===== src/rtl/core/rpbp_ram.sv =====
module rpbp_ram #(
   parameter int WIDTH = 32,
   parameter int DEPTH = 21
) (
   input  logic                     clock,
   input  logic                     wr_en,
   input  logic [$clog2(DEPTH)-1:0] wr_addr,
   input  logic [WIDTH-1:0]         wr_data,
   input  logic                     rd_en,
   input  logic [$clog2(DEPTH)-1:0] rd_addr,
   output logic [WIDTH-1:0]         rd_data
);

   logic [WIDTH-1:0] mem_ff [DEPTH];
   logic [WIDTH-1:0] rd_data_ff;

   always_ff @(posedge clock) begin
      if (wr_en) begin
         mem_ff[wr_addr] <= wr_data;
      end
      if (rd_en) begin
         rd_data_ff <= mem_ff[rd_addr];
      end
   end

   assign rd_data = rd_data_ff;

endmodule


===== config.mk =====
export PLATFORM = sky130hd
export DESIGN_NAME = rpbp_ram
export DESIGN_NICKNAME = d
export VERILOG_FILES = /design/src/rtl/core/rpbp_ram.sv
export SDC_FILE = /design/constraint.sdc
export NUM_CORES = 1
export LEC_CHECK = 0
export BUFFER_PORTS_ARGS = -buffer_cell sky130_fd_sc_hd__buf_2
export CORE_MARGIN = 2
export CORE_UTILIZATION = 33
export CTS_BUF_LIST = sky130_fd_sc_hd__clkbuf_2
export DETAILED_ROUTE_END_ITERATION = 16
export GPL_TIMING_DRIVEN = 0
export HOLD_SLACK_MARGIN = 0.15
export PLACE_DENSITY = 0.6
export SLEW_MARGIN = 40
export SYNTH_ARGS = -nofsm -noshare
export SYNTH_HDL_FRONTEND = slang
export SYNTH_SLANG_ARGS = --single-unit
export TNS_END_PERCENT = 50

===== constraint.sdc =====
create_clock -name clock -period 3.9 [get_ports clock]
set_clock_uncertainty 0.15 [all_clocks]
set_input_delay 0.195 -clock clock [delete_from_list [all_inputs] [get_ports clock]]
set_output_delay 0.195 -clock clock [all_outputs]
set_load 0.05 [all_outputs]

==> flow_summary_export.csv <==
group,metric,value,unit
global_routing,grtUsageMet2,25.8,%
finish,design_area,32500,µm²
sta,finalHoldViolations,0,
setup_path,critPathBufInv,7,
place,hpwl,44.7,mm
clocking,worstSkewPairLatency,1350,ps
floorplan,rows,104,
setup_path,r2r_cells,7,
global_routing,met3_usage,4.37,%
synth,yosysUniqueCellTypes,25,
place,dpl.cell_count,2628,
synth,async_flop_share,0,%
power_and_ir_drop,p_per_area,438,nW/µm²
sta,min_period_over_period,95.1,%
global_routing,grt_max_degree,33,
sta,tightest_slew,901,ps
synth,ys_warn_count,0,
synth,synthXorXnorAreaFrac,0,%
sta,setup_violations,0,
floorplan,ios,77,
clocking,cts-buffers-inserted,173,
setup_path,start_kind,"input pin",
outcome,status,"complete, no violations",
synth,yosys.area_share.adder,0,%
sta,rsz0062_at_grt,"false",
hold_path,hp-start,"rd_en",
synth,synth_top_area_share,78.2,%
routing,drt_iter0_drc,1548,
sta,period_minus_slack,3710,ps
global_routing,first_global_vias,15700,
clocking,cts_sinks,704,
sta,max-slew-margin-rel,39.9,%
setup_path,cp_common_cell,"dlygate4sd3_1",
finish,areaGrowthSynthToFinish,20.2,%
floorplan,fp.dieH,290,µm
finish,num-fill-cells,7315,
clocking,htreeDepth,4,
routing,totalWireLength,69.0,mm
setup_path,rr_startpoint,"mem_ff[19][0]$_DFFE_PP_",
floorplan,die_area,84300,µm²
synth,ys_seq_area_share,78.2,%
power_and_ir_drop,ir_drop,0.000184,V
floorplan,die_x,290,µm
clocking,cts_resized,0,
synth,synth.largest_area_cell,"edfxtp_1",
setup_path,critical_path_class,"in2reg",
setup_path,cp_slowest_stage_delay,880,ps
global_routing,top_usage_layer,"met2",
synth,synthSimpleGateAreaFrac,3.46,%
setup_path,r2r_slack,610,ps
setup_path,path_delay_family,"buffers and inverters",
synth,synth_top_family_by_area,"multiplexers",
floorplan,initial_core_util,33.5,%
setup_path,critPathCaptureType,"register",
power_and_ir_drop,fin_total_pwr,14.2,mW
routing,via_per_inst,4.97,
routing,drc,0,
synth,synthCells,1436,
synth,synth-compound-area-share,3.40,%
synth,synth_seq_cells,704,
setup_path,r2r-end,"rd_data[0]$_DFFE_PP_",
routing,drtPass1Iterations,6,
clocking,cts_root_buffer,"clkbuf_2",
synth,synth_ff_type,"edfxtp_1",
synth,mappedNetlistNets,1481,
sta,slew_violations,0,
floorplan,coreArea,80800,µm²
synth,synthMuxAreaShare,13.4,%
place,io_buffers,71,
sta,setup_ws,190,ps
hold_path,hp-class,"in2reg",
place,placed_area,29900,µm²
power_and_ir_drop,leakagePower,11.4,nW
finish,final_core_util,40.2,%
global_routing,grt.met1_usage,21.7,%
finish,drive_gt1_share,26.8,%
finish,num-nets-final,1891,
global_routing,grt_use_total,16.3,%
setup_path,crit_slowest_cell,"dlygate4sd3_1",
setup_path,cp.arrival,4640,ps
setup_path,required,4830,ps
run,maxCapViolCount,0,
place,gp_congestion,0.751,
clocking,clk_path_buf_depth,3,
sta,max_freq,270,MHz
routing,final_antenna_net_count,0,
synth,avgSynthCellArea,18.8,µm²
synth,synthTopCellsByArea,"edfxtp_1, mux2i_1, a22oi_1",
synth,syn_area,27000,µm²
place,dp_slack,1240,ps
hold_path,whs_path_depth,4,
clocking,cts_setup_buffers,0,
setup_path,path_cells,"dlygate4sd3_1, buf_6, dlygate4sd3_1, buf_8, mux4_2, mux2_2, dlygate4sd3_1, nand2_1, dlygate4sd3_1, nand3_1, dlygate4sd3_1",
hold_path,min_to,"rd_data[27]$_DFFE_PP_",
setup_path,cp_max_fo,10,
finish,final_cell_count_no_fill,3038,
global_routing,antenna_found_initial,2,
global_routing,grt_pass1_wl,100,mm
routing,vias,15100,
clocking,cts_tree,"done",
routing,wl_per_cell,22.7,µm
global_routing,grt_overflow,0,
synth,synth_edf_count,704,
clocking,cts.clk_slew.worst_paths,100,ps
-- worst max path at each step --
stage	start	end	slack, ps	cells past startpoint
4_1_cts	wr_addr[1]	mem_ff[4][30]$_DFFE_PP_	140	13
6_report	rd_addr[0]	rd_data[0]$_DFFE_PP_	190	11
5_1_grt	rd_addr[0]	rd_data[0]$_DFFE_PP_	300	11
3_3_place_gp	wr_addr[1]	mem_ff[16][20]$_DFFE_PP_	-3060	5
2_1_floorplan	wr_addr[1]	mem_ff[16][0]$_DFFE_PP_	210	4
3_5_place_dp	wr_addr[1]	mem_ff[4][29]$_DFFE_PP_	1240	8
-- synthesized netlist by cell type (3+ instances only) --
cell type and number:
buf_1 3, nand3_1 94, a21oi_1 29, o221ai_1 3, buf_4 19, nand3b_1 3, edfxtp_1 704, nor2_1 21
mux2i_1 253, nand2_1 67, a2111oi_0 3, nor2b_1 8, clkbuf_1 40, mux2_2 32, buf_6 4, a22oi_1 96
buf_2 15, mux4_2 32
-- power breakdown --
part	leakage [nW]	switching [mW]	internal, mW
Clock	1.17	2.89	1.88
Sequential	6.37	0.0259	8.44
Combinational	3.88	0.650	0.356
Total	11.4	3.56	10.7
-- layout make-up --
| type | instances | area [µm²] | area share, % |
|---|---|---|---|
| Clock inverter | 56 | 318 | 0.978 |
| Clock buffer | 242 | 1210 | 3.73 |
| Sequential cell | 704 | 21100 | 65.0 |
| Buffer | 82 | 444 | 1.37 |
| Antenna cell | 9 | 22.5 | 0.0693 |
| Timing Repair Buffer | 235 | 2420 | 7.46 |
| Tap cell | 1060 | 1330 | 4.08 |
| Multi-Input combinational cell | 650 | 5620 | 17.3 |
-- worst min-delay path: stages --
cell           delay [ps]
dlygate4sd3_1         520
dlygate4sd3_1         550
buf_4                 140
buf_16                230
-- sequential cells by signal, summed over array words and instances (netlist names) --
| register | count |
|---|---|
| rd_data | 32 |
| mem_ff | 672 |
-- cells by family after synthesis --
logic type,count (synthesis)
DFF,704
muxes,317
and+or+nand+nor,202
AOI/OAI and AO/OA,131
buffers and inverters,82
-- metal layers --
metal / up-vias / routed length (µm)
met5: - / 0
met4: 0 / 834
met3: 66 / 5420
met2: 630 / 32700
met1: 7715 / 30100
li1: 6700 / -
-- repair_timing --
action                                 in CTS  in global routing
setup endpoints to repair                   0                 10
endpoints found under the hold margin    1408                  0
hold buffers                              104                  0
-- per-stage QoR --
| step | TNS, ps | hold slack [ps] |
|---|---|---|
| floorplan | 0 | 144 |
| global placement | -527520 | 450 |
| detailed placement | 0 | 452 |
| CTS | 0 | 154 |
| global route | 0 | 187 |
| finish | 0 | 310 |
-- cell usage in the layout (no fill, tap or decap), types with 5 or more instances in the layout --
master,netlist,final
nor2_4,0,18
nand3_1,94,94
buf_8,1,22
a21oi_1,29,29
mux2_2,32,32
mux4_2,32,32
a22oi_1,96,96
edfxtp_1,704,704
clkinv_1,0,35
dlygate4sd3_1,0,102
clkbuf_2,0,246
buf_2,15,92
clkbuf_1,40,36
buf_16,0,22
nor2b_1,8,8
diode_2,0,9
nand2_1,67,67
inv_2,0,5
buf_4,19,32
mux2i_1,253,253
clkinv_2,0,9
(Power assumes the default switching activity.)
