--- src/rtl/core/rpbp_pkg.sv ---
package rpbp_pkg;

   // fixed point formats
   localparam int NORM_FRAC   = 12;
   localparam int NORM_ONE    = 4096;
   localparam int X_W         = 16;
   localparam int IN_W        = 16;
   localparam int INV_W       = 24;
   localparam int COEF_W      = 32;
   localparam int ACC_W       = 64;
   localparam int PWM_W       = 16;

   // coefficient table
   localparam int TABLE_DEPTH = 21;
   localparam int SLOT_W      = 5;

   // configuration port
   localparam int IDX_W       = 3;
   localparam int CSR_W       = 24;

   typedef enum logic {
      OP_EVAL = 1'b0,
      OP_LOAD = 1'b1
   } opcode_type;

   typedef enum logic [IDX_W-1:0] {
      REG_PWM_LOW   = 3'd0,
      REG_PWM_HIGH  = 3'd1,
      REG_SPEED_AVG = 3'd2,
      REG_SPEED_INV = 3'd3,
      REG_VOLT_AVG  = 3'd4,
      REG_VOLT_INV  = 3'd5
   } reg_index_type;

   typedef enum logic [1:0] {
      LIM_OK   = 2'd0,
      LIM_LOW  = 2'd1,
      LIM_HIGH = 2'd2
   } limit_type;

   typedef enum logic [1:0] {
      ST_IDLE,
      ST_NORM,
      ST_EVAL,
      ST_DONE
   } state_type;

   typedef struct packed {
      logic [PWM_W-1:0] pwm_low;
      logic [PWM_W-1:0] pwm_high;
      logic [IN_W-1:0]  speed_avg;
      logic [INV_W-1:0] speed_inv;
      logic [IN_W-1:0]  volt_avg;
      logic [INV_W-1:0] volt_inv;
   } csr_type;

   typedef struct packed {
      logic              en;
      logic [SLOT_W-1:0] addr;
   } coef_rd_type;

endpackage

--- src/rtl/core/rpbp_norm.sv ---
module rpbp_norm (
   input  logic                                   clock,
   input  logic                                   reset,
   input  logic                                   start,
   input  logic [rpbp_pkg::IN_W-1:0]              speed,
   input  logic [rpbp_pkg::IN_W-1:0]              battery,
   input  rpbp_pkg::csr_type                      csr,
   output logic                                   done,
   output logic signed [rpbp_pkg::X_W-1:0]        x,
   output logic signed [rpbp_pkg::X_W-1:0]        y
);

   import rpbp_pkg::*;

   localparam int D_W = IN_W + 1;
   localparam int P_W = D_W + INV_W + 1;

   logic                  vld_ff, vld_in;
   logic                  done_ff, done_in;
   logic signed [D_W-1:0] ds, dv;
   logic signed [P_W-1:0] ps_ff, ps_in, pv_ff, pv_in;
   logic signed [X_W-1:0] x_ff, x_in, y_ff, y_in;

   // floor shift by the norm fraction, then saturate to q4.12
   function automatic logic [X_W-1:0] sat_x(input logic [P_W-1:0] p);
      logic [P_W-NORM_FRAC-X_W:0] hi;
      hi = p[P_W-1:NORM_FRAC+X_W-1];
      if ((&hi) || !(|hi)) begin
         sat_x = p[NORM_FRAC+X_W-1:NORM_FRAC];
      end else if (p[P_W-1]) begin
         sat_x = {1'b1, {(X_W-1){1'b0}}};
      end else begin
         sat_x = {1'b0, {(X_W-1){1'b1}}};
      end
   endfunction

   always_comb begin
      ds      = $signed({1'b0, speed}) - $signed({1'b0, csr.speed_avg});
      dv      = $signed({1'b0, battery}) - $signed({1'b0, csr.volt_avg});
      ps_in   = ds * $signed({1'b0, csr.speed_inv});
      pv_in   = dv * $signed({1'b0, csr.volt_inv});
      vld_in  = start;
      done_in = vld_ff;
      x_in    = vld_ff ? $signed(sat_x(ps_ff)) : x_ff;
      y_in    = vld_ff ? $signed(sat_x(pv_ff)) : y_ff;
   end

   always_ff @(posedge clock) begin
      if (reset) begin
         vld_ff  <= 1'b0;
         done_ff <= 1'b0;
      end else begin
         vld_ff  <= vld_in;
         done_ff <= done_in;
      end
      if (start) begin
         ps_ff <= ps_in;
         pv_ff <= pv_in;
      end
      x_ff <= x_in;
      y_ff <= y_in;
   end

   assign done = done_ff;
   assign x    = x_ff;
   assign y    = y_ff;

endmodule

--- config.mk ---
export PLATFORM = sky130hd
export DESIGN_NAME = rpbp_norm
export DESIGN_NICKNAME = d
export VERILOG_FILES = /design/src/rtl/core/rpbp_pkg.sv /design/src/rtl/core/rpbp_norm.sv
export SDC_FILE = /design/constraint.sdc
export NUM_CORES = 2
export LEC_CHECK = 0
export ABC_AREA = 1
export BUFFER_PORTS_ARGS = -buffer_cell sky130_fd_sc_hd__buf_2
export CAP_MARGIN = 20
export CORE_UTILIZATION = 40
export CTS_CLUSTER_DIAMETER = 60
export DETAILED_ROUTE_END_ITERATION = 6
export PLACE_DENSITY = 0.65
export SETUP_SLACK_MARGIN = 0.15
export SLEW_MARGIN = 0
export SYNTH_ARGS = -nofsm -noshare
export SYNTH_HDL_FRONTEND = slang
export SYNTH_SLANG_ARGS = --single-unit
--- constraint.sdc ---
create_clock -name clock -period 11.5 [get_ports clock]
set_input_delay 3.45 -clock clock [delete_from_list [all_inputs] [get_ports clock]]
set_output_delay 3.45 -clock clock [all_outputs]
set_load 0.01 [all_outputs]
==> summary by stage <==
Drt
The via count is about 26000. The number of nets with antenna violations after detailed routing is 0. The number of DRC markers after the initial detailed-route iteration is 1736. Dividing the detail-routed wire length by the instance count gives roughly 17 um.

The wire length reported by the detailed router is 90000 um. The via density per instance is slightly above 5. The final routed DRC violation total is 0. The number of iterations in the first detailed-routing pass is 6.

Synth
The fraction of post-synthesis cell area in the top cell type by area is 0.408. The count of flip-flops with a built-in enable after synthesis is 92. The Yosys step of the flow raised 0 warnings. For this run, the register share of the synthesized area comes to 0.0869. The post-synthesis cell type with the largest combined area is fa_1. Yosys attributes the largest share of cell area to fa_1 (41%), ha_1 (12%), inv_1 (12%), nand2_1 (9.4%), edfxtp_1 (8.6%). For this run, asynchronously set or reset flops after synthesis account for 0. The post-synthesis register bit count is 94. The mapped netlist covers ~32000 sq um. The count of mapped cells out of synthesis is just over 4000. The number of different library cells used by synthesis comes to 51. For this run, the leading register cell type out of synthesis is edfxtp_1. Counting every net in the synthesized netlist gives slightly above 5000.

The average cell area after synthesis is roughly 8 sq um.

Clock network
The setup fix buffers added after clock tree synthesis is 0. Counting every sink on the clock net gives between 90 and 100. After clock tree synthesis, the clock-pin slew on the worst setup and hold paths is ~70 ps. For the worst-skew pair, the clock arrives at the later sink with an insertion delay of ~370 ps. The quantity of gates resized following cts is 0.

The number of buffers between clock root and the deepest sink is 2. The cell sitting at the root of the clock tree is a clkbuf_16. The H-tree generated during clock tree synthesis spans 3 levels.

The count of hold buffers inserted by post-cts repair is 0. TritonCTS built the clock tree. The number of clock buffers inserted by TritonCTS is 9.

Worst setup path
Together, buffers and inverters on the worst path number 8. STA classifies the critical path endpoint as a flop. The worst stage delay on the critical path is 580 ps. The slowest stage cell on the critical path is fa_1. The critical setup path kind is in -> reg.

The family of cells with the greatest summed delay on the critical path is adder cells. The maximum fanout along the worst path is 16. The type of origin of the critical path is an input pin. In this run the register-to-register setup slack is approximately 9600 ps.

The worst path required time is between 10000 and 15000 ps. The dominant cell type by count on the critical path is fa_1. The arrival time of data at the critical path endpoint is ~11000 ps.

STA
Setup repair after global routing left no endpoint under its margin. The final setup skew is 11.7 ps. The final hold violation count was 0. Setup violations remaining at the end of the flow were counted as 0. The clock period minus final worst setup slack is 10510 ps. The actual transition at the worst max-transition pin is 1010 ps. The max-slew violation count came to 0. Dividing the final minimum period by the clock period gives 0.914. Summed over all failing endpoints, the final setup total negative slack is 0 ps. In this run the tightest slew margin relative to its limit is 0.326. Hold is met by 515 ps. The highest clock rate is between 90 and 100 MHz.

Layout
From synthesis to final layout, the design area changed by 7.08%. Once layout is complete, the utilization of the core stands at 0.435. At the end of the flow, the number of nets in the layout was between 5000 and 6000. Counting the fill cells in the layout gives 7980.

The finished layout holds 5198 standard cells, fillers aside. The fraction of final layout cells with drive strength greater than 1 is 0.0637.

Die
The die boundary height is about 290 um. The floorplan step defined a die boundary enclosing ~82000 sq um. The initial standard-cell utilization of the core is 0.406. For this design the top-level I/O count stands at between 150 and 200. The floorplan step set the die width to around 290 um.

The core region is between 70000 and 80000 sq um. The initialized floorplan defines a little over 100 standard-cell rows.

Global route
The first global-routing pass estimated around 150000 um of wire. The overflow left after global routing is 0. The initial antenna violation count is 4. The largest net degree at the start of global routing is 62. The number of global-route vias before repair is ~28000. The total routing resource utilization after global routing is 0.228.

Worst hold path
The class of the tightest hold or removal check is reg -> reg.

Place
The number of port buffers is roughly 150. The congestion estimate from routability-driven global placement came to ~0.9. Detailed placement ended at an HPWL of around 76000 um. Including well taps, the total number of placed cells is 5177.

Status
The run finished with clean final reports.

Job
Max-cap violations in this run came to 0.
## routing by layer
| layer | global-route usage | routed length, um | up-vias |
|---|---|---|---|
| met5 | 0 | 0 | - |
| met4 | 0.0865 | 3600 | 0 |
| met3 | 0.0299 | 6390 | 192 |
| met2 | 0.404 | 44400 | 1000 |
| met1 | 0.283 | 35600 | 13000 |
| li1 | - | - | 12100 |
## cell usage in the layout, fill, tap and decap left out, types with 9 or more instances in the layout
cell type  count
a21o_1        13
a21oi_1      119
buf_2        147
buf_4         65
clkbuf_16      9
edfxtp_1      92
fa_1         658
ha_1         310
inv_1       1025
nand2_1      807
nand3_1      155
nand4_1       18
nor2_1       482
nor3_1        17
nor4_1         9
o21a_1        10
o21ai_0       63
or2_2         16
xnor2_1       11
xor2_1        34
## layout make-up
type | instances | area [sq um] | share of cell area
Antenna cell | 5 | 12.5 | 0.000362
Clock buffer | 9 | 225 | 0.00652
Clock inverter | 7 | 67.6 | 0.00196
Inverter | 1033 | 3880 | 0.112
Multi-Input combinational cell | 2788 | 25000 | 0.724
Sequential cell | 94 | 2800 | 0.0811
Tap cell | 1050 | 1310 | 0.0380
Timing Repair Buffer | 212 | 1220 | 0.0354
## stage by stage
step | setup WS (ps) | area [sq um]
floorplan | 1760 | 32300
global placement | 734 | 34200
detailed placement | 706 | 34200
CTS | 1080 | 34500
global route | 477 | 34500
finish | 989 | 34500
## state kept, by name (all words and copies together) (netlist names)
register  cells
done          1
done_in       1
pv_ff        30
x            16
ps_ff        30
y            16
## synthesized netlist by cell type, types with 10 or more instances
cell type and n:
nand3_1 155, o21ai_0 63, a21o_1 13, nor3_1 17
fa_1 658, a21oi_1 119, edfxtp_1 92, ha_1 310
clkbuf_1 80, xnor2_1 11, o21a_1 10, nor2_1 482
xor2_1 34, buf_2 35, or2_2 16, nand2_1 807
nand4_1 18, inv_1 1025
## tightest hold or removal path, delay by kind of cell (launching register included)
kind / cells / cell delay, ps
flip-flops: 1 / 320
AND/OR/NAND/NOR: 2 / 100
## final timing paths
path	depth (start not counted)	from	endpoint
max	31	speed[0]	ps_ff[37]
min	2	ps_ff[26]	x[14]
max reg2reg	5	pv_ff[41]	y[1]
min reg2reg	2	ps_ff[26]	x[14]
## logic make-up (layout without fill, tap and decap cells)
family,count (synthesis),in the layout,synth area share
flops,94,94,0.0869
xor+xnor,47,47,0.0132
simple gates,1528,1528,0.190
fa+ha+maj,968,968,0.529
buf+inv,1158,1261,0.138
compound gates,245,245,0.0435
other cells,0,5,0
Power is left out: the tool's default activity adds up to more than one toggle a clock period on the data nets, which glitch-free logic cannot reach.
