`src/rtl/core/rpbp_pkg.sv`:
```
package rpbp_pkg;

   // fixed point formats
   localparam int NORM_FRAC   = 12;
   localparam int NORM_ONE    = 4096;
   localparam int X_W         = 16;
   localparam int IN_W        = 16;
   localparam int INV_W       = 24;
   localparam int COEF_W      = 32;
   localparam int ACC_W       = 64;
   localparam int PWM_W       = 16;

   // coefficient table
   localparam int TABLE_DEPTH = 21;
   localparam int SLOT_W      = 5;

   // configuration port
   localparam int IDX_W       = 3;
   localparam int CSR_W       = 24;

   typedef enum logic {
      OP_EVAL = 1'b0,
      OP_LOAD = 1'b1
   } opcode_type;

   typedef enum logic [IDX_W-1:0] {
      REG_PWM_LOW   = 3'd0,
      REG_PWM_HIGH  = 3'd1,
      REG_SPEED_AVG = 3'd2,
      REG_SPEED_INV = 3'd3,
      REG_VOLT_AVG  = 3'd4,
      REG_VOLT_INV  = 3'd5
   } reg_index_type;

   typedef enum logic [1:0] {
      LIM_OK   = 2'd0,
      LIM_LOW  = 2'd1,
      LIM_HIGH = 2'd2
   } limit_type;

   typedef enum logic [1:0] {
      ST_IDLE,
      ST_NORM,
      ST_EVAL,
      ST_DONE
   } state_type;

   typedef struct packed {
      logic [PWM_W-1:0] pwm_low;
      logic [PWM_W-1:0] pwm_high;
      logic [IN_W-1:0]  speed_avg;
      logic [INV_W-1:0] speed_inv;
      logic [IN_W-1:0]  volt_avg;
      logic [INV_W-1:0] volt_inv;
   } csr_type;

   typedef struct packed {
      logic              en;
      logic [SLOT_W-1:0] addr;
   } coef_rd_type;

endpackage

```
`src/rtl/core/rpbp_ram.sv`:
```
module rpbp_ram #(
   parameter int WIDTH = 32,
   parameter int DEPTH = 21
) (
   input  logic                     clock,
   input  logic                     wr_en,
   input  logic [$clog2(DEPTH)-1:0] wr_addr,
   input  logic [WIDTH-1:0]         wr_data,
   input  logic                     rd_en,
   input  logic [$clog2(DEPTH)-1:0] rd_addr,
   output logic [WIDTH-1:0]         rd_data
);

   logic [WIDTH-1:0] mem_ff [DEPTH];
   logic [WIDTH-1:0] rd_data_ff;

   always_ff @(posedge clock) begin
      if (wr_en) begin
         mem_ff[wr_addr] <= wr_data;
      end
      if (rd_en) begin
         rd_data_ff <= mem_ff[rd_addr];
      end
   end

   assign rd_data = rd_data_ff;

endmodule

```
`src/rtl/core/rpbp_eval.sv`:
```
module rpbp_eval #(
   parameter int POLY_DEGREE = 5
) (
   input  logic                                   clock,
   input  logic                                   reset,
   input  logic                                   start,
   input  logic signed [rpbp_pkg::X_W-1:0]        x,
   input  logic signed [rpbp_pkg::X_W-1:0]        y,
   output rpbp_pkg::coef_rd_type                  coef_rd,
   input  logic signed [rpbp_pkg::COEF_W-1:0]     coef_q,
   output logic                                   done,
   output logic signed [rpbp_pkg::ACC_W-1:0]      acc
);

   import rpbp_pkg::*;

   localparam int TERMS  = (POLY_DEGREE + 1) * (POLY_DEGREE + 2) / 2;
   localparam int MON_W  = 3 * POLY_DEGREE + 14;
   localparam int MON_AW = $clog2(TERMS);
   localparam int DEG_W  = $clog2(POLY_DEGREE + 1);
   localparam int MP_W   = MON_W + X_W;
   localparam int CP_W   = COEF_W + MON_W;

   logic                     run_ff, run_in;
   logic                     phase_ff, phase_in;
   logic [SLOT_W-1:0]        slot_ff, slot_in;
   logic [DEG_W-1:0]         deg_ff, deg_in, pos_ff, pos_in;
   logic                     last_term;
   logic [SLOT_W-1:0]        parent;
   logic signed [X_W-1:0]    mul_op;
   logic signed [MON_W-1:0]  mon_q, mon_new;
   logic signed [MP_W-1:0]   mon_prod;
   logic                     mon_wr;
   logic                     term_vld_ff, term_vld_in, term_last_ff, term_last_in;
   logic signed [MON_W-1:0]  mon_ff;
   logic signed [COEF_W-1:0] coef_ff;
   logic                     prod_vld_ff, prod_vld_in, prod_last_ff, prod_last_in;
   logic signed [CP_W-1:0]   prod_full;
   logic signed [ACC_W-1:0]  prod_ff, prod_in;
   logic signed [ACC_W-1:0]  acc_ff, acc_in;
   logic                     done_ff, done_in;

   // parent monomial sits one degree down: same position for pure x powers, one back otherwise
   always_comb begin
      last_term = (slot_ff == SLOT_W'(TERMS - 1));
      if (pos_ff == '0) begin
         parent = slot_ff - SLOT_W'(deg_ff);
         mul_op = x;
      end else begin
         parent = slot_ff - SLOT_W'(deg_ff) - SLOT_W'(1);
         mul_op = y;
      end
      coef_rd.en   = run_ff && !phase_ff;
      coef_rd.addr = slot_ff;
      mon_wr       = run_ff && phase_ff;
      mon_prod     = mon_q * mul_op;
      mon_new      = (slot_ff == '0) ? MON_W'(NORM_ONE) : mon_prod[MON_W+NORM_FRAC-1:NORM_FRAC];
   end

   rpbp_ram #(
      .WIDTH (MON_W),
      .DEPTH (TERMS)
   ) u_mon_ram (
      .clock   (clock),
      .wr_en   (mon_wr),
      .wr_addr (slot_ff[MON_AW-1:0]),
      .wr_data (mon_new),
      .rd_en   (coef_rd.en),
      .rd_addr (parent[MON_AW-1:0]),
      .rd_data (mon_q)
   );

   // term sequencer, a read phase then a write phase per term
   always_comb begin
      run_in   = run_ff;
      phase_in = phase_ff;
      slot_in  = slot_ff;
      deg_in   = deg_ff;
      pos_in   = pos_ff;
      if (start) begin
         run_in   = 1'b1;
         phase_in = 1'b0;
         slot_in  = '0;
         deg_in   = '0;
         pos_in   = '0;
      end else if (run_ff) begin
         phase_in = !phase_ff;
         if (phase_ff) begin
            slot_in = slot_ff + SLOT_W'(1);
            if (pos_ff == deg_ff) begin
               deg_in = deg_ff + DEG_W'(1);
               pos_in = '0;
            end else begin
               pos_in = pos_ff + DEG_W'(1);
            end
            if (last_term) begin
               run_in = 1'b0;
            end
         end
      end
   end

   // multiply and accumulate pipeline
   always_comb begin
      term_vld_in  = mon_wr;
      term_last_in = last_term;
      prod_full    = coef_ff * mon_ff;
      prod_in      = {{(ACC_W-CP_W){prod_full[CP_W-1]}}, prod_full};
      prod_vld_in  = term_vld_ff;
      prod_last_in = term_last_ff;
      if (start) begin
         acc_in = '0;
      end else if (prod_vld_ff) begin
         acc_in = acc_ff + prod_ff;
      end else begin
         acc_in = acc_ff;
      end
      done_in = prod_vld_ff && prod_last_ff;
   end

   always_ff @(posedge clock) begin
      if (reset) begin
         run_ff      <= 1'b0;
         phase_ff    <= 1'b0;
         slot_ff     <= '0;
         deg_ff      <= '0;
         pos_ff      <= '0;
         term_vld_ff <= 1'b0;
         prod_vld_ff <= 1'b0;
         done_ff     <= 1'b0;
      end else begin
         run_ff      <= run_in;
         phase_ff    <= phase_in;
         slot_ff     <= slot_in;
         deg_ff      <= deg_in;
         pos_ff      <= pos_in;
         term_vld_ff <= term_vld_in;
         prod_vld_ff <= prod_vld_in;
         done_ff     <= done_in;
      end
      if (mon_wr) begin
         mon_ff  <= mon_new;
         coef_ff <= coef_q;
      end
      term_last_ff <= term_last_in;
      prod_last_ff <= prod_last_in;
      prod_ff      <= prod_in;
      acc_ff       <= acc_in;
   end

   assign done = done_ff;
   assign acc  = acc_ff;

endmodule

```
`config.mk`:
```
export PLATFORM = sky130hd
export DESIGN_NAME = rpbp_eval
export DESIGN_NICKNAME = d
export VERILOG_FILES = /design/src/rtl/core/rpbp_pkg.sv /design/src/rtl/core/rpbp_ram.sv /design/src/rtl/core/rpbp_eval.sv
export SDC_FILE = /design/constraint.sdc
export NUM_CORES = 2
export LEC_CHECK = 0
export ABC_AREA = 1
export BUFFER_PORTS_ARGS = -buffer_cell sky130_fd_sc_hd__buf_2
export CAP_MARGIN = 25
export CORE_UTILIZATION = 55
export DETAILED_ROUTE_END_ITERATION = 12
export PLACE_DENSITY_LB_ADDON = 0.3
export SLEW_MARGIN = 20
export SYNTH_ARGS = -nofsm -noshare
export SYNTH_HDL_FRONTEND = slang
export SYNTH_SLANG_ARGS = --single-unit
```
`constraint.sdc`:
```
create_clock -name clock -period 19.6 [get_ports clock]
set_clock_uncertainty 0.15 [all_clocks]
set_input_delay 1.96 -clock clock [delete_from_list [all_inputs] [get_ports clock]]
set_output_delay 1.96 -clock clock [all_outputs]
set_load 0.1 [all_outputs]
```
==> qor.csv <==
metric,value,unit
period_share,44.7,%
nFillCells,13208,
crit_path_start_kind,register,
die_area,0.158,sq mm
slew_violations,0,
numCtsBuffers,88,
synth_area_leader_cell,fa_1,
viasPerCell,5.63,
synthArstFlopShare,0,%
grt_pass1_wl,403000,um
ys_seq_elements,842,
yosysWarningCount,0,
rsz0062_at_grt,no,
antenna_left,0,
insertion_delay,0.74,ns
netlist_area,0.0862,sq mm
drtIter0Drc,6545,
fmax,114,MHz
grt_util_met1,46.9,%
area_growth,6.90,%
cts.sinks,842,
cts-hold-fix-buffers,0,
start_util,55.7,%
num_antenna_cells,0,
clock-root-buffer,clkbuf_16,
setup_tns,0,ns
slowest_delay,0.66,ns
post_drt_wl_per_cell,22.0,um
maxCapViolations,0,
syn_nets,11504,
arrival,9.16,ns
synth_area_leaders,"fa_1, edfxtp_1, inv_1, nand2_1, ha_1",
post_cts_buffers,0,
holdCritPathClass,reg -> reg,
hold_ws,0.176,ns
synthTopCellsByCount,"inv_1, nand2_1, fa_1",
grt.total_usage,33.7,%
postLayoutCoreUtil,59.6,%
finalSetupViolCount,0,
core.rowCount,144,
cpMostUsedCell,inv_1,
drt-pass1-iter-count,7,
ys_seq_area_share,27.7,%
grt_pass1_vias,69798,
period_needed,8.76,ns
synth_ff_type,edfxtp_1,
path_max_fanout,22,
die_h,398,um
die_w,398,um
place.gp.congestion,0.975,
synth-edff-count,699,
finalHoldViolCount,0,
grt_busiest_layer,met2,
yosysTopAreaCellShare,32.4,%
crit_path_end_kind,register,
drc,0,
cts_buffer_depth,3,
ios,138,
worstPathRequired,19.99,ns
yosysMostFrequentCell,inv_1,
clk_pin_slew,0.06,ns
critical-path-slowest-cell,inv_1,
grt_max_degree,134,
critPathKind,reg -> reg,
drt-total-wl,260000,um
cts-resized-gates,0,
io_buffers,137,
use_met2,52.6,%
tightest_slew,1.04,ns
drive_above_1_share,5.01,%
core,0.155,sq mm
synth.distinct_cells,48,
cts_max_level,3,
grtUsageMet3,6.87,%
dr_total_vias,66353,
antenna_found_initial,4,
overflow,0,
nNetsFinal,11477,
cts_tree,yes,
hpwl,191000,um
outcome,"finished, final reports clean",
netlist_instances,9693,
maxSlewHeadroom,30.4,%
avgSynthCellArea,8.90,sq um
-- final timing paths --
kind	from	to	slack (ns)	depth (start not counted)
worst max register to register	pos_ff[0]	u_mon_ram.mem_ff[2][24]	10.84	32
worst max-delay path	pos_ff[0]	u_mon_ram.mem_ff[2][24]	10.84	32
worst min register to register	prod_last_in	prod_last_ff	0.18	0
worst min-delay path	prod_last_in	prod_last_ff	0.18	0
-- cells by family (layout without fill, tap and decap cells) --
family	Yosys count	in the layout	share of synthesized area, %
and+or+nand+nor	3185	3185	14.5
buffers and inverters	2758	2803	12.2
adders and majority gates	1744	1744	37.4
AOI/OAI and AO/OA	1015	1015	6.70
DFF	842	842	27.7
xor gates and xnor gates	120	120	1.24
muxes	29	29	0.337
-- per-layer routing --
metal  part of all wire (%)  vias to the layer above
met5                      0                        -
met4                    3.8                        0
met3                     11                      593
met2                     45                     3516
met1                     40                    33040
li1                       -                    29204
-- critical path, delay by kind of cell, from the launching register on --
| kind | cells | cell delay [ns] |
|---|---|---|
| flops | 1 | 0.35 |
| buf+inv | 11 | 1.93 |
| compound gates | 7 | 1.36 |
| simple gates | 6 | 0.91 |
| fa+ha+maj | 8 | 3.84 |
-- sequential cells by signal (all words and copies together) (netlist names), 3 cells and up --
name and cells:
slot_ff 5, coef_ff 32, u_mon_ram.mem_ff 609, prod_ff 61, mon_ff 29, deg_ff 3, pos_ff 3, acc 64
u_mon_ram.rd_data 29
-- through the flow --
step / cells / instance area, sq um / setup WS [ns]
after floorplan: 9693 / 86200 / 11.22
after global placement: 11616 / 89100 / 9.94
after detailed placement: 11619 / 89200 / 9.63
after CTS: 11781 / 92200 / 10.34
after global routing: 11782 / 92200 / 10.44
final: 11782 / 92200 / 10.84
-- layout by cell type (no fill, tap or decap), types with 42 or more instances in the layout --
cell / Yosys / layout
a21oi_1: 240 / 238
buf_2: 43 / 137
buf_4: 17 / 140
clkbuf_16: 0 / 89
dfxtp_1: 143 / 142
edfxtp_1: 699 / 699
fa_1: 1394 / 1394
ha_1: 350 / 350
inv_1: 2344 / 2343
nand2_1: 1869 / 1869
nand3_1: 210 / 210
nor2_1: 998 / 974
o21ai_0: 485 / 484
o21ai_1: 42 / 42
o221ai_1: 110 / 110
xor2_1: 81 / 81
-- cell type report --
cell class | count | area [sq um] | area share, %
multi-input cells | 6093 | 52100 | 56.5
flip-flops and latches | 842 | 23900 | 25.9
inverters | 2362 | 8880 | 9.63
well taps | 2044 | 2560 | 2.77
clock buffers | 104 | 2280 | 2.48
repair buffers | 279 | 1780 | 1.93
clock inverters | 58 | 704 | 0.764
Power is not shown: default switching activity piles up to over one toggle a cycle in this logic, so the estimate is an artifact.
