**config.mk**
```make
export PLATFORM = sky130hd
export DESIGN_NAME = rpbp_limit
export DESIGN_NICKNAME = d
export VERILOG_FILES = /design/src/rtl/core/rpbp_pkg.sv /design/src/rtl/core/rpbp_limit.sv
export SDC_FILE = /design/constraint.sdc
export NUM_CORES = 1
export LEC_CHECK = 0
export BUFFER_PORTS_ARGS = -buffer_cell sky130_fd_sc_hd__clkbuf_2
export CAP_MARGIN = 10
export CORE_ASPECT_RATIO = 1.1
export CORE_MARGIN = 1.5
export CORE_UTILIZATION = 44
export DETAILED_ROUTE_END_ITERATION = 16
export PLACE_DENSITY = 0.81
export SLEW_MARGIN = 20
export SYNTH_ARGS = -nofsm -noshare
export SYNTH_HDL_FRONTEND = slang
export SYNTH_SLANG_ARGS = --single-unit
```
**constraint.sdc**
```tcl
create_clock -name vclk -period 3.3
set_input_delay 0 -clock vclk [all_inputs]
set_output_delay 0 -clock vclk [all_outputs]
set_load 0.005 [all_outputs]
```
**src/rtl/core/rpbp_pkg.sv**
```systemverilog
package rpbp_pkg;

   // fixed point formats
   localparam int NORM_FRAC   = 12;
   localparam int NORM_ONE    = 4096;
   localparam int X_W         = 16;
   localparam int IN_W        = 16;
   localparam int INV_W       = 24;
   localparam int COEF_W      = 32;
   localparam int ACC_W       = 64;
   localparam int PWM_W       = 16;

   // coefficient table
   localparam int TABLE_DEPTH = 21;
   localparam int SLOT_W      = 5;

   // configuration port
   localparam int IDX_W       = 3;
   localparam int CSR_W       = 24;

   typedef enum logic {
      OP_EVAL = 1'b0,
      OP_LOAD = 1'b1
   } opcode_type;

   typedef enum logic [IDX_W-1:0] {
      REG_PWM_LOW   = 3'd0,
      REG_PWM_HIGH  = 3'd1,
      REG_SPEED_AVG = 3'd2,
      REG_SPEED_INV = 3'd3,
      REG_VOLT_AVG  = 3'd4,
      REG_VOLT_INV  = 3'd5
   } reg_index_type;

   typedef enum logic [1:0] {
      LIM_OK   = 2'd0,
      LIM_LOW  = 2'd1,
      LIM_HIGH = 2'd2
   } limit_type;

   typedef enum logic [1:0] {
      ST_IDLE,
      ST_NORM,
      ST_EVAL,
      ST_DONE
   } state_type;

   typedef struct packed {
      logic [PWM_W-1:0] pwm_low;
      logic [PWM_W-1:0] pwm_high;
      logic [IN_W-1:0]  speed_avg;
      logic [INV_W-1:0] speed_inv;
      logic [IN_W-1:0]  volt_avg;
      logic [INV_W-1:0] volt_inv;
   } csr_type;

   typedef struct packed {
      logic              en;
      logic [SLOT_W-1:0] addr;
   } coef_rd_type;

endpackage

```
**src/rtl/core/rpbp_limit.sv**
```systemverilog
module rpbp_limit #(
   parameter int COEF_FRAC_BITS = 16
) (
   input  logic signed [rpbp_pkg::ACC_W-1:0] acc,
   input  logic [rpbp_pkg::PWM_W-1:0]        pwm_low,
   input  logic [rpbp_pkg::PWM_W-1:0]        pwm_high,
   output logic [rpbp_pkg::PWM_W-1:0]        cmd,
   output rpbp_pkg::limit_type               status
);

   import rpbp_pkg::*;

   localparam int SH  = COEF_FRAC_BITS + NORM_FRAC;
   localparam int T_W = ACC_W - SH;

   logic [ACC_W-1:0] sum;
   logic [T_W-1:0]   t;

   always_comb begin
      sum = acc + (ACC_W'(1) << (SH - 1));
      t   = acc[ACC_W-1] ? '0 : sum[ACC_W-1:SH];
      // high limit wins, also when the limits cross
      if (t > T_W'(pwm_high)) begin
         cmd    = pwm_high;
         status = LIM_HIGH;
      end else if (t < T_W'(pwm_low)) begin
         cmd    = pwm_low;
         status = LIM_LOW;
      end else begin
         cmd    = t[PWM_W-1:0];
         status = LIM_OK;
      end
   end

endmodule

```
==> out/qor.yml, run 1 <==
route:
  wl_um: 6530
  route.detailed.drc: 0
  dr_total_vias: 2715
  dr.pass1.iters: 6
  drtAntennaViolNets: 0
  wire_per_inst_um: 14.1
  first_iter_violations: 140
  vias_per_cell: 5.85
power_and_ir_drop:
  worst_ir_drop_vdd_mv: 0.0496
  power.share.clock_pct: 0
  p_per_area_mw_per_mm2: 124
  switching_share_pct: 51.8
  p_seq_share_pct: 0
  internal-power_uw: 169
  power.switching_uw: 182
  finalPower_uw: 351
  combPwrFrac_pct: 100.0
  power_leakage_nw: 1.40
status:
  status: "completed"
global_routing:
  grt_pass1_wl_um: 10400
  grt.busiest_layer: "met2"
  grt_max_degree: 22
  grt_usage_pct: 22.1
  grtUsageMet3_pct: 1.45
  grtUsageMet2_pct: 41.7
  grtUsageMet1_pct: 27.8
  first_global_vias: 2424
  overflow: 0
  antenna_found_initial: 0
floorplan:
  num_rows: 26
  die_h_um: 76.8
  dieArea_sq_mm: 0.00538
  io_pins: 114
  core_area_sq_mm: 0.00472
  die_x_um: 70.1
  initial_core_util_pct: 46.2
final_layout:
  layout_commonest_cell: "clkbuf_2"
  clock_buffers: 0
  syn2layout_area_growth_pct: 30.6
  nFillCells: 452
  layout-drive-gt1-share_pct: 31.6
  multi_input_area_sq_mm: 0.00202
  regArea_sq_um: 0
  nets: 531
  final_cell_mix: "85 x clkbuf_2, 37 x inv_1, 29 x mux2i_1, 24 x ha_1, 23 x nor2_1"
  seq_cells: 0
  diodes: 0
worst_setup_path:
  cp_max_fo: 6
  cp.arrival_ps: 3180
  cp.required_ps: 3300
  start_kind: "input pin"
  critPathCaptureType: "output port"
  path_class: "input pin to output port"
synth:
  netlist_instances: 309
  synth_fp_nets: 430
  synth_area_sq_mm: 0.00218
  synth_cell_types: 58
  yosys_warnings: 0
  avgSynthCellArea_sq_um: 7.05
  yosysSeqAreaShare_pct: 0
min_path:
  hp-class: "input pin to output port"
  whs_endpoint: "cmd[12]"
  hp-start: "pwm_high[12]"
  min_delay_path_depth: 4
placed_design:
  gp_congestion: 0.921
  place_ws_ps: -76.3
  portBuffers: 87
  place_hpwl_um: 5460
timing:
  tightest_slew_ps: 442
  slew_violations: 0
  hold_violations: 0
  setup_slack_ps: 118
  post-route-period-util_pct: 96.4
  relSlewSlack_pct: 70.4
  min_period_ps: 3180
  setup_viol: 0
  fmax_mhz: 314
  holdWs_ps: 313
run:
  drv_cap: 0
clock_network:
  cts.hold.buffers_added: 0
-- worst max-delay path, cell delays in order --
cell      delay [ps]
clkbuf_2         150
nand3_1          130
buf_4            180
or3_1            340
a21oi_1          320
ha_1             300
o21a_1           100
o221ai_1         190
a221oi_1         110
o211a_1          270
o31ai_4          270
nand2_2          140
buf_4            180
mux2i_1          110
mux2_4           270
clkbuf_2         110
-- layout make-up --
| class | instances | share of cell area (%) |
|---|---|---|
| Timing Repair Buffer | 107 | 21.5 |
| Inverter | 37 | 4.89 |
| Multi-Input combinational cell | 264 | 71.2 |
| Tap cell | 56 | 2.46 |
-- stage by stage --
step	std cells	util, %	TNS [ps]	cell area [sq um]
6_report	464	60.3	0	2840
2_1_floorplan	309	-	0	2180
3_5_place_dp	462	58.7	-692	2770
3_3_place_gp	462	58.7	0	2770
4_1_cts	462	59.0	0	2780
5_1_grt	464	60.3	-127	2840
-- worst max path at each step --
stage	start	endpoint	slack, ps	cells after the start
global placement	acc[27]	cmd[8]	20	19
detailed placement	acc[28]	cmd[8]	-80	19
global route	acc[27]	cmd[7]	-30	19
finish	acc[29]	cmd[6]	120	16
CTS	acc[28]	cmd[0]	6	19
floorplan	acc[27]	cmd[11]	160	17
-- timing repair --
item                       in CTS  in global routing
setup endpoints to repair      14                 17
resized for setup               3                 12
pin swaps                       0                 10
setup buffers                   0                  2
-- power by group through the flow --
stage	Sequential [mW]	Combinational, mW	Clock [mW]
6_report	0	0.351	0
3_5_place_dp	0	0.337	0
5_1_grt	0	0.386	0
2_1_floorplan	0	0.195	0
3_3_place_gp	0	0.327	0
4_1_cts	0	0.341	0
-- cell families (layout without fill, tap and decap cells) --
group	Yosys count	count (layout)	share of synthesized area [%]
buffers and inverters	45	144	9.31
multiplexers	33	33	16.1
adder cells (fa/ha/maj)	26	26	14.8
AO/OA/AOI/OAI	58	58	18.9
XOR/XNOR	19	19	7.64
AND/OR/NAND/NOR	128	128	33.3
-- per-layer routing --
metal,wire length [um],part of all wire (%)
met1,2830,43
met5,0,0
met2,3250,50
met3,388,5.9
met4,63,0.96
-- cell usage after synthesis, drive strengths merged (3+ instances only) --
cell type  count  area, sq um
nor3          10         55.1
and3           6         37.5
nand4         13          103
buf            6         56.3
nor4           8         50.1
or4            8         67.6
inv           37          139
xnor2         12          105
mux2i         29          290
xor2           7         61.3
mux2           4         60.1
o21ai          5         25.0
o31ai          5         37.5
a211oi         5         37.5
ha            25          313
nor2          24         90.1
a21oi         12         60.1
or3            3         18.8
nand2         18         67.6
or2            4         25.0
o21a           4         30.0
nand3         22          110
Note: power is estimated with default switching activity, not from simulation.
==> inputs of run 2 (changes only) <==
Settings changed: CORE_UTILIZATION 44 to 45, PLACE_DENSITY 0.81 to 0.8.
Clock period 3.3 ns to 3.2 ns, I/O delays scaled along.
==> run 2 against run 1 <==
Effect of this change: the flow now finishes with violations (negative setup slack); sequential share of layout area stayed put; via count up 2.1%; routed wire length up 3.2%; non-clock buffer count is 10 higher; worst hold slack got worse by 5.0 ps; cell area increased by 4.7%; die area is 2.1% lower; power up 12%; first-iteration DRC count up 7.1%; global-route usage increased by 0.59 points.
==> out/qor.yml, run 2 (same netlist as run 1, synthesis figures left out) <==
route:
  route.detailed.drc: 0  # unchanged
  wl_um: 6740  # +3.2%
  drtAntennaViolNets: 0  # unchanged
  vias_per_cell: 5.85  # about the same
  dr_total_vias: 2773  # +2.1%
  dr.pass1.iters: 4  # -2
  first_iter_violations: 150  # +7.1%
  wire_per_inst_um: 14.2  # +1.1%
final_layout:
  layout-drive-gt1-share_pct: 34.0  # +2.4 points
  multi_input_area_sq_mm: 0.00204  # +0.87%
  final_area_sq_mm: 0.00298  # +4.7%
  layout_commonest_cell: "clkbuf_2"
  regArea_sq_um: 0  # unchanged
  nFillCells: 418  # -7.5%
  final_cell_mix: "82 x clkbuf_2, 37 x inv_1, 27 x mux2i_1, 26 x buf_4, 24 x ha_1"
  syn2layout_area_growth_pct: 36.7
  diodes: 0  # unchanged
  final_cells: 474  # +2.2%
  utilization_pct: 64.0  # +3.7 points
  nets: 541  # +1.9%
  seq_cells: 0  # unchanged
  clock_buffers: 0  # unchanged
worst_setup_path:
  worstPathBufferInverterCount: 4  # unchanged
  crit_path_max_incr_delay_ps: 410  # +70 ps
  path_class: "input pin to output port"
  cp.arrival_ps: 3260  # +80 ps
  critPathSlowestCell: "or4bb_1"
  start_kind: "input pin"
  path_cells: "buf_8 -> ha_4 -> nand4_1 -> or2_4 -> nor2_4 -> xnor2_1 -> nor2_1 -> ha_1 -> or4bb_1 -> nor4_2 -> a211oi_2 -> a21oi_1 -> o21a_1 -> o31ai_4 -> nand2_2 -> buf_12 -> buf_8 -> mux2i_1 -> mux2i_1 -> buf_2"
  path_delay_family: "simple AND/OR/NAND/NOR gates"
  cp_num_cells: 20  # +4
  cp_max_fo: 7  # +1
  cp.required_ps: 3200  # -100 ps
  critPathCaptureType: "output port"
timing:
  fmax_mhz: 307
  tightest_slew_ps: 500  # +58.8 ps
  min_period_ps: 3260
  setup_viol: 8  # +8
  setup_slack_ps: -59.7  # -178 ps
  post-route-period-util_pct: 102
  holdWs_ps: 308  # -5.01 ps
  slew_violations: 0  # unchanged
  relSlewSlack_pct: 66.4  # -3.9 points
  fin_tns_setup_ps: -299  # -299 ps
  grt_setup_unrepaired: "true"
  hold_violations: 0  # unchanged
floorplan:
  core_area_sq_mm: 0.00465  # -1.4%
  initial_core_util_pct: 46.8  # +0.65 points
  die_x_um: 69.3  # -1.1%
  num_rows: 26  # unchanged
  io_pins: 114  # unchanged
  die_h_um: 76.0  # -1.1%
  dieArea_sq_mm: 0.00526  # -2.1%
placed_design:
  portBuffers: 87  # unchanged
  gp_congestion: 0.904  # -1.9%
  place_ws_ps: -47.4  # +28.9 ps
  place_area_sq_mm: 0.00279  # +0.72%
  place_hpwl_um: 5340  # -2.2%
  place_inst: 463  # +0.22%
status:
  violations: "negative setup slack"
  status: "finished with violations"
run:
  drv_cap: 0  # unchanged
power_and_ir_drop:
  p_per_area_mw_per_mm2: 132  # +6.6%
  power_leakage_nw: 1.46  # +4.6%
  finalPower_uw: 392  # +12%
  worst_ir_drop_vdd_mv: 0.0487  # -2.0%
global_routing:
  grt_max_degree: 22  # unchanged
  overflow: 0  # unchanged
  antenna_found_initial: 0  # unchanged
  grt_usage_pct: 22.7  # +0.59 points
  first_global_vias: 2443  # +0.78%
  grt_pass1_wl_um: 10500  # +1.1%
clock_network:
  cts.hold.buffers_added: 0  # unchanged
min_path:
  min_delay_path_depth: 4  # unchanged
  hp-class: "input pin to output port"
-- run 2: cell count changes in the layout (fill, tap and decap cells not counted) --
cell       before  now
clkbuf_16       0    1
buf_4          19   26
buf_2           0    3
buf_8           0    2
mux2i_1        29   27
mux2i_2         0    2
nand3_2         0    1
nor2_2          1    0
clkbuf_2       85   82
buf_6           2    1
nand3_1        22   21
buf_12          1    2
nor2_4          0    1
-- run 2: power breakdown --
group / total, mW / leakage [nW] / internal, mW / switching, mW
clock: 0 / 0 / 0 / 0
sequential: 0 / 0 / 0 / 0
combinational: 0.392 / 1.46 / 0.196 / 0.196
-- run 2: repair_timing --
item                                    4_1_cts  5_1_grt
pin swaps                                     2       14
cloned                                        0        1
buffers inserted                              1        9
endpoints found under the setup margin        3       16
endpoints found under the hold margin         0        0
resized for setup                             4       21
-- run 2: path summary, 6_finish.rpt --
check / end / slack [ps] / startpoint
worst max-delay path: cmd[8] / -60 / acc[28]
worst min-delay path: cmd[2] / 310 / pwm_high[2]
-- run 2: area by class of cell --
cell class,instances,share of cell area (%)
Inverter,37,4.67
Multi-Input combinational cell,264,68.6
Timing Repair Buffer,117,24.4
Tap cell,56,2.35
-- run 2: per-layer routing --
metal  GRT usage (%)  vias up  wire (um)
met3           0.931        9        381
met2            42.8      118       3410
li1                -     1380          -
met5               0        -          0
met1            29.1     1266       2880
met4            2.35        0         81
==> inputs of run 3 (changes only) <==
Settings changed: BUFFER_PORTS_ARGS -buffer_cell sky130_fd_sc_hd__clkbuf_2 to default, DONT_BUFFER_PORTS from default to 1, PLACE_DENSITY 0.8 to default.
Clock period 3.2 ns to 3.6 ns, I/O delays scaled along.
==> run 3 against run 2 <==
Effect of this change: the flow now finishes without violations; flip-flop and latch count is the same; routed wire length is 18% lower; via count down 20%; first-iteration DRC count fell by 59%; sequential share of layout area did not move; power shrank 46%; setup slack improved by 330 ps; non-clock buffer count is 109 lower; die area unchanged; critical path depth decreased by 3; largest cell class unchanged; global-route usage down 2.2 points; cell area fell by 24%.
==> out/qor.yml, run 3 (same netlist as run 1, synthesis figures left out) <==
status:
  status: "completed"
global_routing:
  first_global_vias: 2227  # -8.8%
  grt_max_degree: 22  # unchanged
  antenna_found_initial: 0  # unchanged
  overflow: 0  # unchanged
  grt_usage_pct: 20.5  # -2.2 points
  grt_pass1_wl_um: 9470  # -10%
timing:
  hold_violations: 0  # unchanged
  post-route-period-util_pct: 92.5
  setup_viol: 0  # -8
  holdWs_ps: 122  # -186 ps
  min_period_ps: 3330
  slew_violations: 0  # unchanged
  fin_tns_setup_ps: 0  # +299 ps
  tightest_slew_ps: 625  # +124 ps
  fmax_mhz: 300
  grt_setup_unrepaired: "false"
  relSlewSlack_pct: 57.2  # -9.3 points
route:
  dr_total_vias: 2229  # -20%
  vias_per_cell: 6.11  # +4.4%
  wl_um: 5550  # -18%
  dr.pass1.iters: 4  # unchanged
  first_iter_violations: 61  # -59%
  wire_per_inst_um: 15.2  # +6.8%
  route.detailed.drc: 0  # unchanged
  drtAntennaViolNets: 0  # unchanged
placed_design:
  portBuffers: 0  # -100%
  place_hpwl_um: 4840  # -9.4%
  gp_congestion: 0.878  # -2.9%
run:
  drv_cap: 0  # unchanged
power_and_ir_drop:
  p_per_area_mw_per_mm2: 92.7  # -30%
  worst_ir_drop_vdd_mv: 0.0297  # -39%
  power_leakage_nw: 0.981  # -33%
final_layout:
  nets: 432  # -20%
  layout-drive-gt1-share_pct: 8.09  # -26 points
  syn2layout_area_growth_pct: 4.02
  diodes: 0  # unchanged
  layout_commonest_cell: "inv_1"
  final_cell_mix: "37 x inv_1, 29 x mux2i_1, 25 x ha_1, 24 x nor2_1, 22 x nand3_1"
  clock_buffers: 0  # unchanged
  regArea_sq_um: 0  # unchanged
  seq_cells: 0  # unchanged
clock_network:
  postCtsSetupRepairBufs: 0  # -1
  cts.hold.buffers_added: 0  # unchanged
  post_cts_resized: 0  # -4
min_path:
  hp-class: "input pin to output port"
floorplan:
  die_x_um: 69.3  # unchanged
  io_pins: 114  # unchanged
  num_rows: 26  # unchanged
  dieArea_sq_mm: 0.00526  # unchanged
  initial_core_util_pct: 46.8  # unchanged
  core_area_sq_mm: 0.00465  # unchanged
  die_h_um: 76.0  # unchanged
worst_setup_path:
  path_class: "input pin to output port"
  worstPathBufferInverterCount: 1  # -3
  cp_max_fo: 15  # +8
  cp.required_ps: 3600  # +400 ps
  start_kind: "input pin"
  cp.arrival_ps: 3330  # +70 ps
  critPathSlowestCell: "or4bb_1"
  path_cells: "ha_1 -> nand4_1 -> or2_2 -> nor2_1 -> xnor2_1 -> nor2_1 -> ha_1 -> or4bb_1 -> nor4_1 -> a211oi_2 -> a21oi_1 -> o21a_1 -> o31ai_1 -> nand2_1 -> buf_4 -> mux2i_1 -> mux2_4"
  critPathCaptureType: "output port"
  crit_path_max_incr_delay_ps: 490  # +80 ps
  path_delay_family: "simple AND/OR/NAND/NOR gates"
-- run 3: where the power goes --
part	leakage [nW]	total, mW	switching, mW	internal, mW
registers	0	0	0	0
clock network	0	0	0	0
logic	0.981	0.210	0.108	0.102
-- run 3: layout make-up --
| cell class | count | area [sq um] |
|---|---|---|
| inverters | 37 | 139 |
| multi-input cells | 264 | 1980 |
| fillers | 501 | 2390 |
| repair buffers | 8 | 72.6 |
| well taps | 56 | 70.1 |
-- run 3: per-stage QoR --
| step | power [mW] | setup slack (ps) | util (%) | instances | instance area, sq um |
|---|---|---|---|---|---|
| after floorplan | 0.179 | 460 | - | 309 | 2180 |
| after global placement | 0.207 | 292 | 48.6 | 365 | 2260 |
| after detailed placement | 0.210 | 275 | 48.6 | 365 | 2260 |
| after CTS | 0.211 | 257 | 48.6 | 365 | 2260 |
| after global routing | 0.236 | 45.4 | 48.7 | 365 | 2260 |
| final | 0.210 | 268 | 48.7 | 365 | 2260 |
-- run 3: layer usage --
layer | track usage (%) | share of wire, %
met1 | 25.0 | 44
met2 | 39.0 | 50
met3 | 2.66 | 5.6
met4 | 1.57 | 0.65
met5 | 0 | 0
-- run 3: path summary, 6_finish.rpt --
check,startpoint,endpoint,slack [ps],depth (start not counted)
worst min-delay path,pwm_high[6],cmd[6],120,1
worst max-delay path,acc[27],cmd[10],270,17
